## config.mk

```make
export PLATFORM = sky130hd
export DESIGN_NAME = stack_machine_execute
export DESIGN_NICKNAME = d
export VERILOG_FILES = /design/src/design/sme_pkg.sv /design/src/design/sme_front.sv /design/src/design/sme_divider.sv /design/src/design/sme_back.sv /design/src/design/stack_machine_execute.sv
export SDC_FILE = /design/constraint.sdc
export NUM_CORES = 2
export LEC_CHECK = 0
export BUFFER_PORTS_ARGS = -buffer_cell sky130_fd_sc_hd__buf_2
export CAP_MARGIN = 40
export CORE_ASPECT_RATIO = 0.9
export CORE_MARGIN = 4
export CORE_UTILIZATION = 65
export CTS_BUF_LIST = sky130_fd_sc_hd__clkbuf_16
export DETAILED_ROUTE_END_ITERATION = 6
export GPL_TIMING_DRIVEN = 1
export HOLD_SLACK_MARGIN = 0.02
export PLACE_DENSITY = 0.81
export SYNTH_ARGS = -nofsm -noshare
export SYNTH_HDL_FRONTEND = slang
export SYNTH_SLANG_ARGS = --single-unit
```

## constraint.sdc

```tcl
create_clock -name clk -period 14.11 [get_ports clk]
set_input_delay 1.411 -clock clk [delete_from_list [all_inputs] [get_ports clk]]
set_output_delay 1.411 -clock clk [all_outputs]
set_load 0.01 [all_outputs]
```

## src/design/sme_pkg.sv

```systemverilog
// ----------------------------------------------------------------------------
// sme_pkg: shared types and constants of the stack machine execute block
// opcodes, status codes, payload structs and the front-to-back queue entry
// ----------------------------------------------------------------------------
package sme_pkg;

    localparam int StackDepth = 16;
    localparam int PcWidth = 16;
    localparam int NumRegisters = 8;
    localparam int MaxResults = 16;
    localparam int CntW = $clog2(StackDepth + 1);
    localparam int SpW = $clog2(StackDepth);
    localparam int RegW = $clog2(NumRegisters);

    typedef enum logic [4:0] {
        OP_PUSH = 5'd0, OP_POP = 5'd1, OP_DUP = 5'd2, OP_SWAP = 5'd3,
        OP_ADD = 5'd4, OP_SUB = 5'd5, OP_MULT = 5'd6, OP_DIV = 5'd7,
        OP_GOTO = 5'd8, OP_JMPEQ = 5'd9, OP_JMPGT = 5'd10, OP_JMPGE = 5'd11,
        OP_JMPLT = 5'd12, OP_JMPLE = 5'd13, OP_SKIP = 5'd14, OP_STORE = 5'd15,
        OP_LOAD = 5'd16, OP_PRINT = 5'd17
    } opcode_t;

    localparam logic [2:0] ST_OK = 3'd0;
    localparam logic [2:0] ST_UNDER = 3'd1;
    localparam logic [2:0] ST_OVER = 3'd2;
    localparam logic [2:0] ST_BADREG = 3'd3;
    localparam logic [2:0] ST_DIVZERO = 3'd4;
    localparam logic [2:0] ST_BADOP = 3'd5;

    typedef struct packed {
        logic [4:0] command;
        logic signed [31:0] argument;
    } in_item_t;

    typedef struct packed {
        logic [2:0] status;
        logic [15:0] next_pc;
        logic print_valid;
        logic signed [31:0] print_value;
        logic last;
    } out_item_t;

    // decoded instruction as handed from front to back
    typedef struct packed {
        logic [4:0] command;
        logic [31:0] argument;
        logic bad_op;
        logic reg_ok;
        logic [RegW-1:0] reg_idx;
    } dec_item_t;

endpackage

```

## src/design/sme_front.sv

```systemverilog
// ----------------------------------------------------------------------------
// sme_front: instruction intake
// accepts instructions, classifies opcode and register index, fills a queue
// ----------------------------------------------------------------------------
module sme_front (
    input  logic                 clk,
    input  logic                 rst_n,
    input  logic                 in_valid,
    output logic                 in_ready,
    input  sme_pkg::in_item_t    in_data,
    output logic                 q_valid,
    input  logic                 q_ready,
    output sme_pkg::dec_item_t   q_data
);

    logic [1:0] wp_reg, wp_next, rp_reg, rp_next;
    logic [2:0] cnt_reg, cnt_next;
    sme_pkg::dec_item_t mem [4];
    sme_pkg::dec_item_t dec;
    logic push, pop;

    // classify the incoming instruction
    always_comb
    begin
        dec.command = in_data.command;
        dec.argument = in_data.argument;
        dec.bad_op = (in_data.command > 5'(sme_pkg::OP_PRINT));
        dec.reg_ok = (in_data.argument[31:sme_pkg::RegW] == '0);
        dec.reg_idx = in_data.argument[sme_pkg::RegW-1:0];
    end

    assign in_ready = (cnt_reg != 3'd4);
    assign push = in_valid && in_ready;
    assign q_valid = (cnt_reg != 3'd0);
    assign pop = q_valid && q_ready;
    assign q_data = mem[rp_reg];
    assign wp_next = push ? wp_reg + 2'd1 : wp_reg;
    assign rp_next = pop ? rp_reg + 2'd1 : rp_reg;
    assign cnt_next = cnt_reg + {2'b0, push} - {2'b0, pop};

    // queue storage
    always_ff @(posedge clk)
    begin
        if (push)
        begin
            mem[wp_reg] <= dec;
        end
    end

    // queue pointers
    always_ff @(posedge clk or negedge rst_n)
    begin
        if (!rst_n)
        begin
            wp_reg <= '0;
            rp_reg <= '0;
            cnt_reg <= '0;
        end
        else
        begin
            wp_reg <= wp_next;
            rp_reg <= rp_next;
            cnt_reg <= cnt_next;
        end
    end

    a_cnt_bound: assert property (@(posedge clk) disable iff (!rst_n) cnt_reg <= 3'd4)
        else $error("queue count out of range");
    a_no_over: assert property (@(posedge clk) disable iff (!rst_n)
        cnt_reg == 3'd4 |-> !in_ready)
        else $error("full queue accepts");
    a_ptr: assert property (@(posedge clk) disable iff (!rst_n)
        cnt_reg == 3'd0 |-> wp_reg == rp_reg)
        else $error("empty queue pointers differ");

endmodule

```

## src/design/sme_divider.sv

```systemverilog
// ----------------------------------------------------------------------------
// sme_divider: signed division unit
// restoring radix-2 divider, one quotient bit a cycle, truncates toward zero
// ----------------------------------------------------------------------------
module sme_divider (
    input  logic        clk,
    input  logic        rst_n,
    input  logic        start,
    input  logic [31:0] dividend,
    input  logic [31:0] divisor,
    output logic        done,
    output logic [31:0] quotient
);

    logic [31:0] rem_reg, rem_next, q_reg, q_next, d_reg, d_next;
    logic [5:0] cnt_reg, cnt_next;
    logic neg_reg, neg_next, busy_reg, busy_next, done_reg, done_next;
    logic [32:0] trial;

    assign trial = {rem_reg, q_reg[31]} - {1'b0, d_reg};
    assign done = done_reg;
    assign quotient = neg_reg ? 32'd0 - q_reg : q_reg;

    // iteration control
    always_comb
    begin
        rem_next = rem_reg;
        q_next = q_reg;
        d_next = d_reg;
        cnt_next = cnt_reg;
        neg_next = neg_reg;
        busy_next = busy_reg;
        done_next = 1'b0;
        if (start)
        begin
            rem_next = '0;
            q_next = dividend[31] ? 32'd0 - dividend : dividend;
            d_next = divisor[31] ? 32'd0 - divisor : divisor;
            neg_next = dividend[31] ^ divisor[31];
            cnt_next = 6'd32;
            busy_next = 1'b1;
        end
        else if (busy_reg)
        begin
            if (!trial[32])
            begin
                rem_next = trial[31:0];
                q_next = {q_reg[30:0], 1'b1};
            end
            else
            begin
                rem_next = {rem_reg[30:0], q_reg[31]};
                q_next = {q_reg[30:0], 1'b0};
            end
            cnt_next = cnt_reg - 6'd1;
            if (cnt_reg == 6'd1)
            begin
                busy_next = 1'b0;
                done_next = 1'b1;
            end
        end
    end

    // datapath registers
    always_ff @(posedge clk)
    begin
        rem_reg <= rem_next;
        q_reg <= q_next;
        d_reg <= d_next;
        neg_reg <= neg_next;
    end

    // control registers
    always_ff @(posedge clk or negedge rst_n)
    begin
        if (!rst_n)
        begin
            cnt_reg <= '0;
            busy_reg <= 1'b0;
            done_reg <= 1'b0;
        end
        else
        begin
            cnt_reg <= cnt_next;
            busy_reg <= busy_next;
            done_reg <= done_next;
        end
    end

endmodule

```

## src/design/sme_back.sv

```systemverilog
// ----------------------------------------------------------------------------
// sme_back: instruction execution
// holds stack, registers and pc; executes one instruction and emits results
// ----------------------------------------------------------------------------
module sme_back (
    input  logic                 clk,
    input  logic                 rst_n,
    input  logic                 q_valid,
    output logic                 q_ready,
    input  sme_pkg::dec_item_t   q_data,
    output logic                 out_valid,
    input  logic                 out_ready,
    output sme_pkg::out_item_t   out_data
);

    typedef enum logic [2:0] {
        S_IDLE, S_EXEC, S_MUL, S_DIV, S_PRINT, S_OUT
    } state_t;

    localparam int Sp = sme_pkg::SpW;
    localparam int Cw = sme_pkg::CntW;
    localparam int Pw = sme_pkg::PcWidth;

    state_t state_reg;
    sme_pkg::dec_item_t ins_reg;
    logic [Cw-1:0] n_reg;
    logic [Pw-1:0] pc_reg;
    logic [31:0] stk [sme_pkg::StackDepth];
    logic [31:0] regs_reg [sme_pkg::NumRegisters];
    logic [31:0] top_reg, nxt_reg, prod_reg;
    logic [Cw-1:0] pidx_reg;
    logic [Cw-1:0] pleft_reg;
    logic out_valid_reg;
    sme_pkg::out_item_t out_reg;

    logic div_start, div_done;
    logic [31:0] div_q;
    logic [Pw-1:0] pc_inc, pc_arg;
    logic full, has1, has2;
    logic ob_free;

    // branch condition of the compare-jumps, a is next and b is top
    function automatic logic take_jump(input logic [4:0] cmd, input logic [31:0] a,
                                       input logic [31:0] b);
        logic lt, gt;
        lt = $signed(a) < $signed(b);
        gt = $signed(a) > $signed(b);
        unique case (cmd)
            5'(sme_pkg::OP_JMPEQ): take_jump = (a == b);
            5'(sme_pkg::OP_JMPGT): take_jump = gt;
            5'(sme_pkg::OP_JMPGE): take_jump = !lt;
            5'(sme_pkg::OP_JMPLT): take_jump = lt;
            default:               take_jump = !gt;
        endcase
    endfunction

    sme_divider u_div (
        .clk(clk), .rst_n(rst_n), .start(div_start),
        .dividend(nxt_reg), .divisor(top_reg),
        .done(div_done), .quotient(div_q)
    );

    assign pc_inc = pc_reg + 1'b1;
    assign pc_arg = ins_reg.argument[Pw-1:0];
    assign full = (n_reg == Cw'(sme_pkg::StackDepth));
    assign has1 = (n_reg != '0);
    assign has2 = (n_reg > Cw'(1));
    assign ob_free = !out_valid_reg || out_ready;
    assign q_ready = (state_reg == S_IDLE);
    assign out_valid = out_valid_reg;
    assign out_data = out_reg;
    assign div_start = (state_reg == S_EXEC) && ob_free && has2
                       && ins_reg.command == 5'(sme_pkg::OP_DIV) && !ins_reg.bad_op
                       && top_reg != '0;

    // sequencer, machine state and output register
    always_ff @(posedge clk or negedge rst_n)
    begin
        if (!rst_n)
        begin
            state_reg <= S_IDLE;
            n_reg <= '0;
            pc_reg <= '0;
            out_valid_reg <= 1'b0;
            for (int i = 0; i < sme_pkg::NumRegisters; i++)
            begin
                regs_reg[i] <= '0;
            end
        end
        else
        begin
            if (out_valid_reg && out_ready)
            begin
                out_valid_reg <= 1'b0;
            end
            unique case (state_reg)
                S_IDLE:
                begin
                    if (q_valid)
                    begin
                        state_reg <= S_EXEC;
                    end
                end
                S_EXEC:
                begin
                    if (ob_free)
                    begin
                        out_valid_reg <= 1'b1;
                        out_reg.status <= sme_pkg::ST_OK;
                        out_reg.next_pc <= 16'(pc_inc);
                        out_reg.print_valid <= 1'b0;
                        out_reg.print_value <= '0;
                        out_reg.last <= 1'b1;
                        state_reg <= S_IDLE;
                        if (ins_reg.bad_op)
                        begin
                            out_reg.status <= sme_pkg::ST_BADOP;
                            out_reg.next_pc <= 16'(pc_reg);
                        end
                        else
                        begin
                            unique case (sme_pkg::opcode_t'(ins_reg.command))
                                sme_pkg::OP_PUSH, sme_pkg::OP_DUP, sme_pkg::OP_LOAD:
                                begin
                                    if (ins_reg.command == 5'(sme_pkg::OP_DUP) && !has1)
                                    begin
                                        out_reg.status <= sme_pkg::ST_UNDER;
                                        out_reg.next_pc <= 16'(pc_reg);
                                    end
                                    else if (ins_reg.command == 5'(sme_pkg::OP_LOAD)
                                             && !ins_reg.reg_ok)
                                    begin
                                        out_reg.status <= sme_pkg::ST_BADREG;
                                        out_reg.next_pc <= 16'(pc_reg);
                                    end
                                    else if (full)
                                    begin
                                        out_reg.status <= sme_pkg::ST_OVER;
                                        out_reg.next_pc <= 16'(pc_reg);
                                    end
                                    else
                                    begin
                                        n_reg <= n_reg + 1'b1;
                                        pc_reg <= pc_inc;
                                    end
                                end
                                sme_pkg::OP_POP:
                                begin
                                    if (!has1)
                                    begin
                                        out_reg.status <= sme_pkg::ST_UNDER;
                                        out_reg.next_pc <= 16'(pc_reg);
                                    end
                                    else
                                    begin
                                        n_reg <= n_reg - 1'b1;
                                        pc_reg <= pc_inc;
                                    end
                                end
                                sme_pkg::OP_STORE:
                                begin
                                    if (!has1)
                                    begin
                                        out_reg.status <= sme_pkg::ST_UNDER;
                                        out_reg.next_pc <= 16'(pc_reg);
                                    end
                                    else if (!ins_reg.reg_ok)
                                    begin
                                        out_reg.status <= sme_pkg::ST_BADREG;
                                        out_reg.next_pc <= 16'(pc_reg);
                                    end
                                    else
                                    begin
                                        regs_reg[ins_reg.reg_idx] <= top_reg;
                                        n_reg <= n_reg - 1'b1;
                                        pc_reg <= pc_inc;
                                    end
                                end
                                sme_pkg::OP_SWAP, sme_pkg::OP_ADD, sme_pkg::OP_SUB:
                                begin
                                    if (!has2)
                                    begin
                                        out_reg.status <= sme_pkg::ST_UNDER;
                                        out_reg.next_pc <= 16'(pc_reg);
                                    end
                                    else
                                    begin
                                        if (ins_reg.command != 5'(sme_pkg::OP_SWAP))
                                        begin
                                            n_reg <= n_reg - 1'b1;
                                        end
                                        pc_reg <= pc_inc;
                                    end
                                end
                                sme_pkg::OP_MULT, sme_pkg::OP_DIV:
                                begin
                                    if (!has2)
                                    begin
                                        out_reg.status <= sme_pkg::ST_UNDER;
                                        out_reg.next_pc <= 16'(pc_reg);
                                    end
                                    else if (ins_reg.command == 5'(sme_pkg::OP_DIV)
                                             && top_reg == '0)
                                    begin
                                        out_reg.status <= sme_pkg::ST_DIVZERO;
                                        out_reg.next_pc <= 16'(pc_reg);
                                    end
                                    else
                                    begin
                                        // result comes from a multi-cycle unit
                                        out_valid_reg <= 1'b0;
                                        state_reg <= (ins_reg.command ==
                                            5'(sme_pkg::OP_MULT)) ? S_MUL : S_DIV;
                                    end
                                end
                                sme_pkg::OP_GOTO:
                                begin
                                    pc_reg <= pc_arg;
                                    out_reg.next_pc <= 16'(pc_arg);
                                end
                                sme_pkg::OP_JMPEQ, sme_pkg::OP_JMPGT, sme_pkg::OP_JMPGE,
                                sme_pkg::OP_JMPLT, sme_pkg::OP_JMPLE:
                                begin
                                    if (!has2)
                                    begin
                                        out_reg.status <= sme_pkg::ST_UNDER;
                                        out_reg.next_pc <= 16'(pc_reg);
                                    end
                                    else
                                    begin
                                        n_reg <= n_reg - Cw'(2);
                                        if (take_jump(ins_reg.command, nxt_reg, top_reg))
                                        begin
                                            pc_reg <= pc_arg;
                                            out_reg.next_pc <= 16'(pc_arg);
                                        end
                                        else
                                        begin
                                            pc_reg <= pc_inc;
                                        end
                                    end
                                end
                                sme_pkg::OP_SKIP:
                                begin
                                    pc_reg <= pc_inc;
                                end
                                sme_pkg::OP_PRINT:
                                begin
                                    pc_reg <= pc_inc;
                                    if (has1)
                                    begin
                                        out_valid_reg <= 1'b0;
                                        state_reg <= S_PRINT;
                                    end
                                end
                                default:
                                begin
                                    out_reg.status <= sme_pkg::ST_BADOP;
                                end
                            endcase
                        end
                    end
                end
                S_MUL:
                begin
                    state_reg <= S_OUT;
                end
                S_DIV:
                begin
                    if (div_done)
                    begin
                        state_reg <= S_OUT;
                    end
                end
                S_OUT:
                begin
                    if (ob_free)
                    begin
                        out_valid_reg <= 1'b1;
                        out_reg.status <= sme_pkg::ST_OK;
                        out_reg.next_pc <= 16'(pc_inc);
                        out_reg.print_valid <= 1'b0;
                        out_reg.print_value <= '0;
                        out_reg.last <= 1'b1;
                        n_reg <= n_reg - 1'b1;
                        pc_reg <= pc_inc;
                        state_reg <= S_IDLE;
                    end
                end
                S_PRINT:
                begin
                    if (ob_free)
                    begin
                        out_valid_reg <= 1'b1;
                        out_reg.status <= sme_pkg::ST_OK;
                        out_reg.next_pc <= 16'(pc_reg);
                        out_reg.print_valid <= 1'b1;
                        out_reg.print_value <= stk[pidx_reg[Sp-1:0]];
                        out_reg.last <= (pleft_reg == Cw'(1));
                        if (pleft_reg == Cw'(1))
                        begin
                            state_reg <= S_IDLE;
                        end
                    end
                end
                default:
                begin
                    state_reg <= S_IDLE;
                end
            endcase
        end
    end

    // operand fetch, stack writes, product and print walk
    always_ff @(posedge clk)
    begin
        if (state_reg == S_IDLE && q_valid)
        begin
            ins_reg <= q_data;
            top_reg <= has1 ? stk[Sp'(n_reg - 1'b1)] : '0;
            nxt_reg <= has2 ? stk[Sp'(n_reg - Cw'(2))] : '0;
        end
        if (state_reg == S_EXEC && ob_free && !ins_reg.bad_op)
        begin
            pidx_reg <= n_reg - 1'b1;
            pleft_reg <= (n_reg > Cw'(sme_pkg::MaxResults)) ?
                         Cw'(sme_pkg::MaxResults) : n_reg;
            unique case (sme_pkg::opcode_t'(ins_reg.command))
                sme_pkg::OP_PUSH:
                    if (!full) stk[Sp'(n_reg)] <= ins_reg.argument;
                sme_pkg::OP_DUP:
                    if (!full && has1) stk[Sp'(n_reg)] <= top_reg;
                sme_pkg::OP_LOAD:
                    if (!full && ins_reg.reg_ok) stk[Sp'(n_reg)] <= regs_reg[ins_reg.reg_idx];
                sme_pkg::OP_SWAP:
                    if (has2)
                    begin
                        stk[Sp'(n_reg - Cw'(2))] <= top_reg;
                        stk[Sp'(n_reg - 1'b1)] <= nxt_reg;
                    end
                sme_pkg::OP_ADD:
                    if (has2) stk[Sp'(n_reg - Cw'(2))] <= nxt_reg + top_reg;
                sme_pkg::OP_SUB:
                    if (has2) stk[Sp'(n_reg - Cw'(2))] <= nxt_reg - top_reg;
                default:
                begin
                end
            endcase
        end
        if (state_reg == S_MUL)
        begin
            prod_reg <= 32'(nxt_reg * top_reg);
        end
        if (state_reg == S_DIV && div_done)
        begin
            prod_reg <= div_q;
        end
        if (state_reg == S_OUT && ob_free)
        begin
            stk[Sp'(n_reg - Cw'(2))] <= prod_reg;
        end
        if (state_reg == S_PRINT && ob_free)
        begin
            pidx_reg <= pidx_reg - 1'b1;
            pleft_reg <= pleft_reg - 1'b1;
        end
    end

    a_cnt: assert property (@(posedge clk) disable iff (!rst_n)
        n_reg <= Cw'(sme_pkg::StackDepth))
        else $error("stack count beyond depth");
    a_last_idle: assert property (@(posedge clk) disable iff (!rst_n)
        state_reg == S_PRINT && ob_free && pleft_reg == Cw'(1) |=> state_reg == S_IDLE)
        else $error("print did not end");
    a_err_pc: assert property (@(posedge clk) disable iff (!rst_n)
        $rose(out_valid_reg) && out_reg.status != sme_pkg::ST_OK
        |-> out_reg.next_pc == 16'(pc_reg))
        else $error("error changed pc");
    a_pleft: assert property (@(posedge clk) disable iff (!rst_n)
        state_reg == S_PRINT |-> pleft_reg != '0)
        else $error("print count empty");

endmodule

```

## src/design/stack_machine_execute.sv

```systemverilog
// ----------------------------------------------------------------------------
// stack_machine_execute: stack machine execution unit
// executes instructions over an operand stack, registers and pc
// ----------------------------------------------------------------------------
// Usage:
//   in channel (in_valid/in_ready, in_data) transfers one instruction:
//   command and signed argument. out channel (out_valid/out_ready, out_data)
//   transfers result items: status, next_pc, print_valid, print_value, last.
//   Every instruction gives one result with last set, except print on a
//   non-empty stack, which gives one result per entry (top first, up to 16).
//   A four-entry queue decouples intake from execution, so instructions are
//   taken while the execution side works or waits on the receiver.
//   Each instruction passes from the queue head through the operand fetch
//   and the execute step that loads the output register; the execution side
//   takes a new instruction only when the previous one has given its result;
//   mult adds the registered multiplier step, div waits on the radix-2
//   divider, and print emits its entries one after another.
//   Reset clears the stack count, registers, pc and queue; no clearing pass.
//   When the receiver stalls, the result holds in the output register and the
//   execution side waits; intake goes on until the queue fills.
// ----------------------------------------------------------------------------
module stack_machine_execute (
    input  logic                  clk,
    input  logic                  rst_n,
    input  logic                  in_valid,
    output logic                  in_ready,
    input  sme_pkg::in_item_t     in_data,
    output logic                  out_valid,
    input  logic                  out_ready,
    output sme_pkg::out_item_t    out_data
);

    logic q_valid, q_ready;
    sme_pkg::dec_item_t q_data;

    sme_front u_front (
        .clk(clk), .rst_n(rst_n),
        .in_valid(in_valid), .in_ready(in_ready), .in_data(in_data),
        .q_valid(q_valid), .q_ready(q_ready), .q_data(q_data)
    );

    sme_back u_back (
        .clk(clk), .rst_n(rst_n),
        .q_valid(q_valid), .q_ready(q_ready), .q_data(q_data),
        .out_valid(out_valid), .out_ready(out_ready), .out_data(out_data)
    );

endmodule

```

==> summary.md <==
| Metric | Value |
|---|---|
| DP HPWL | `around 200000 um` |
| Slowest cell on crit path | `a41oi_1` |
| Clk_lat worst skew | `0.82 ns` |
| Initial antenna violation count | `19` |
| RSZ-0062 raised after global routing | `no` |
| Routability cong. | `1.03` |
| Max-slew violation count | `0` |
| # clock sinks | `between 1k and 1.5k` |
| Worst-Margin Slew | `1.06 ns` |
| Synth area leaders | `edfxtp_1, mux4_2, fa_1` |
| Largest net degree at the start of global routing | `202` |
| Root buffer cell | `clkbuf_16` |
| Total congestion overflow | `0` |
| Max-cap violations | `0` |
| Row cnt | `128` |
| Final hold vios | `0` |
| Clock Path Buffers | `3` |
| Width of the die | `398 um` |
| Final hold slack | `slightly below 0.5 ns` |
| Post-DP Area | `0.0914 mm^2` |
| Commonest non-fill, non-tap cell in the layout | `nand2_1` |
| Run status | `finished, violations left` |
| Slew headroom | `0.296` |
| Top cell by count, worst path | `fa_1` |
| CP arrival | `9.22 ns` |
| Crit end category | `flip-flop` |
| Final ANT Viol Nets | `0` |
| Worst Setup Start Kind | `flip-flop` |
| # setup viols final | `0` |
| IO buf count | `between 90 and 100` |
| Fin Setup TNS | `0 ns` |
| Final min period | `a little under 9 ns` |
| Synthesis-to-finish area growth | `7.90%` |
| Num CTS Buffers | `136` |
| WL/cell | `roughly 31 um` |
| Routed wire length | `310000 um` |
| Worst path max stage delay | `~0.81 ns` |
| Syn nets | `about 8.9k` |
| Fin area | `0.0959 mm^2` |
| Die height | `359 um` |
| Share of the synthesized area in the top cell type | `0.314` |
| Yosys reg bits | `approximately 1.3k` |
| Number of synthesized flops with an enable pin | `930` |
| First-pass GRT wire length | `approximately 450000 um` |
| Yosys warning count | `0` |
| Initial DRC count | `about 13k` |
| H-tree levels | `4` |
| Dpl ws | `5.69 ns` |
| Final #Nets | `8657` |
| Top_reg_cell synth | `edfxtp_1` |
| Synth area leader | `edfxtp_1` |
| Total Die Area | `0.143 mm^2` |
| Post-Synthesis Cells | `8186` |
| Initial Util | `0.655` |
| Hold_buf cts | `0` |
| CTS tree | `yes` |
| Share of cells above drive strength 1 | `0.164` |
| CP required | `14.64 ns` |
| DRC Markers | `2` |
| Setup ws final | `approximately 5.4 ns` |
| Gr usage total | `0.433` |
| Max Freq | `between 0.1 and 0.15 GHz` |
| Setup repair bufs after CTS | `0` |
| Clk slew on worst S/H paths | `about 0.060 ns` |
| Vias | `72.1k` |
| I/O Pins | `96` |
| Seq/Total Area, Yosys | `0.406` |
| Core Area | `0.136 mm^2` |
| Vias per cell | `7.28` |
| Syn Area/Cell | `around 11 um^2` |
| Most frequent cells in the layout | `nand2_1, edfxtp_1, nor2_1` |
| DRT Pass-1 Iters | `7` |
| Synth Cell Area | `0.0889 mm^2` |
| Post-synthesis async set-or-reset flop share | `0.235` |
| Failing checks | `design-rule violations` |
| Crit-path max FO | `27` |
| Worst Skew | `0.0630 ns` |
| Post-CTS resize count | `0` |
| Yosys cell types | `between 100 and 150` |
| Vias in the first global route | `between 70k and 80k` |
| Max reg flops | `512` |
| Critical path class | `flip-flop to flip-flop` |
| Worst hold path class | `flip-flop to flip-flop` |
| Final period util | `0.616` |
final cells by class:
| type | count | area [um^2] |
|---|---|---|
| diodes | 5 | 12.5 |
| repair buffers | 328 | 2530 |
| multi-input cells | 5703 | 48600 |
| well taps | 1820 | 2280 |
| inverters | 530 | 1990 |
| fillers | 9338 | 39800 |
| clock buffers | 138 | 3450 |
| clock inverters | 111 | 997 |
| flip-flops and latches | 1262 | 36100 |
metal layers:
layer,GRT usage,wire length [um]
met3,0.191,56400
met5,0,195
met2,0.610,128000
met4,0.232,21500
met1,0.567,103000
stage by stage:
| step | cells | utilization |
|---|---|---|
| finish | 9897 | 0.707 |
| global route | 9892 | 0.707 |
| CTS | 9888 | 0.707 |
| detailed placement | 9639 | 0.674 |
| global placement | 9609 | 0.670 |
| floorplan | 8186 | - |
synthesized netlist by cell type (45+ instances only):
cell and count:
xnor2_1 166, buf_2 48, inv_1 520, nand2b_1 45, nor4_1 46, buf_1 69, o21ai_0 595, edfxtp_1 930
and3_1 62, dfrtp_1 296, clkbuf_1 559, fa_1 412, nand2_1 1113, a31oi_1 61, mux2_2 162, nor2_1 627
ha_1 243, a21oi_1 330, mux2i_1 84, and2_1 343, mux4_2 487, nand3_1 67, nor3_1 55, a211oi_1 47
xor2_1 89, a22oi_1 123
critical path: cells and delay by family (launching register included):
family	cells	cell delay (ns)
adders and majority gates	9	4.25
AOI/OAI and AO/OA	6	1.83
muxes	1	0.10
xor gates and xnor gates	1	0.15
and+or+nand+nor	5	0.58
buffers and inverters	6	0.80
DFF	1	0.68
path summary, 6_finish.rpt:
| kind | startpoint | cells past startpoint | to | slack [ns] |
|---|---|---|---|---|
| max in group asynchronous | rst_n | 2 | u_back.regs_reg[105] | 12.21 |
| worst max-delay path | u_back.nxt_reg[9] | 28 | u_back.prod_reg[30] | 5.42 |
| worst min register to register | u_back.regs_reg[105] | 2 | u_back.regs_reg[105] | 0.48 |
| min in group asynchronous | rst_n | 1 | u_front.rp_reg[1] | 0.49 |
| worst min-delay path | u_back.regs_reg[105] | 2 | u_back.regs_reg[105] | 0.48 |
| worst max register to register | u_back.nxt_reg[9] | 28 | u_back.prod_reg[30] | 5.42 |
kinds of logic after synthesis:
| kind of cell | Yosys count | share of synthesized area |
|---|---|---|
| and+or+nand+nor | 2517 | 0.129 |
| AOI/OAI and AO/OA | 1540 | 0.107 |
| DFF | 1262 | 0.406 |
| buffers and inverters | 1221 | 0.0531 |
| muxes | 734 | 0.154 |
| adders and majority gates | 656 | 0.127 |
| xor gates and xnor gates | 256 | 0.0253 |
Power is not shown: default switching activity piles up to over one toggle a cycle in this logic, so the estimate is an artifact.
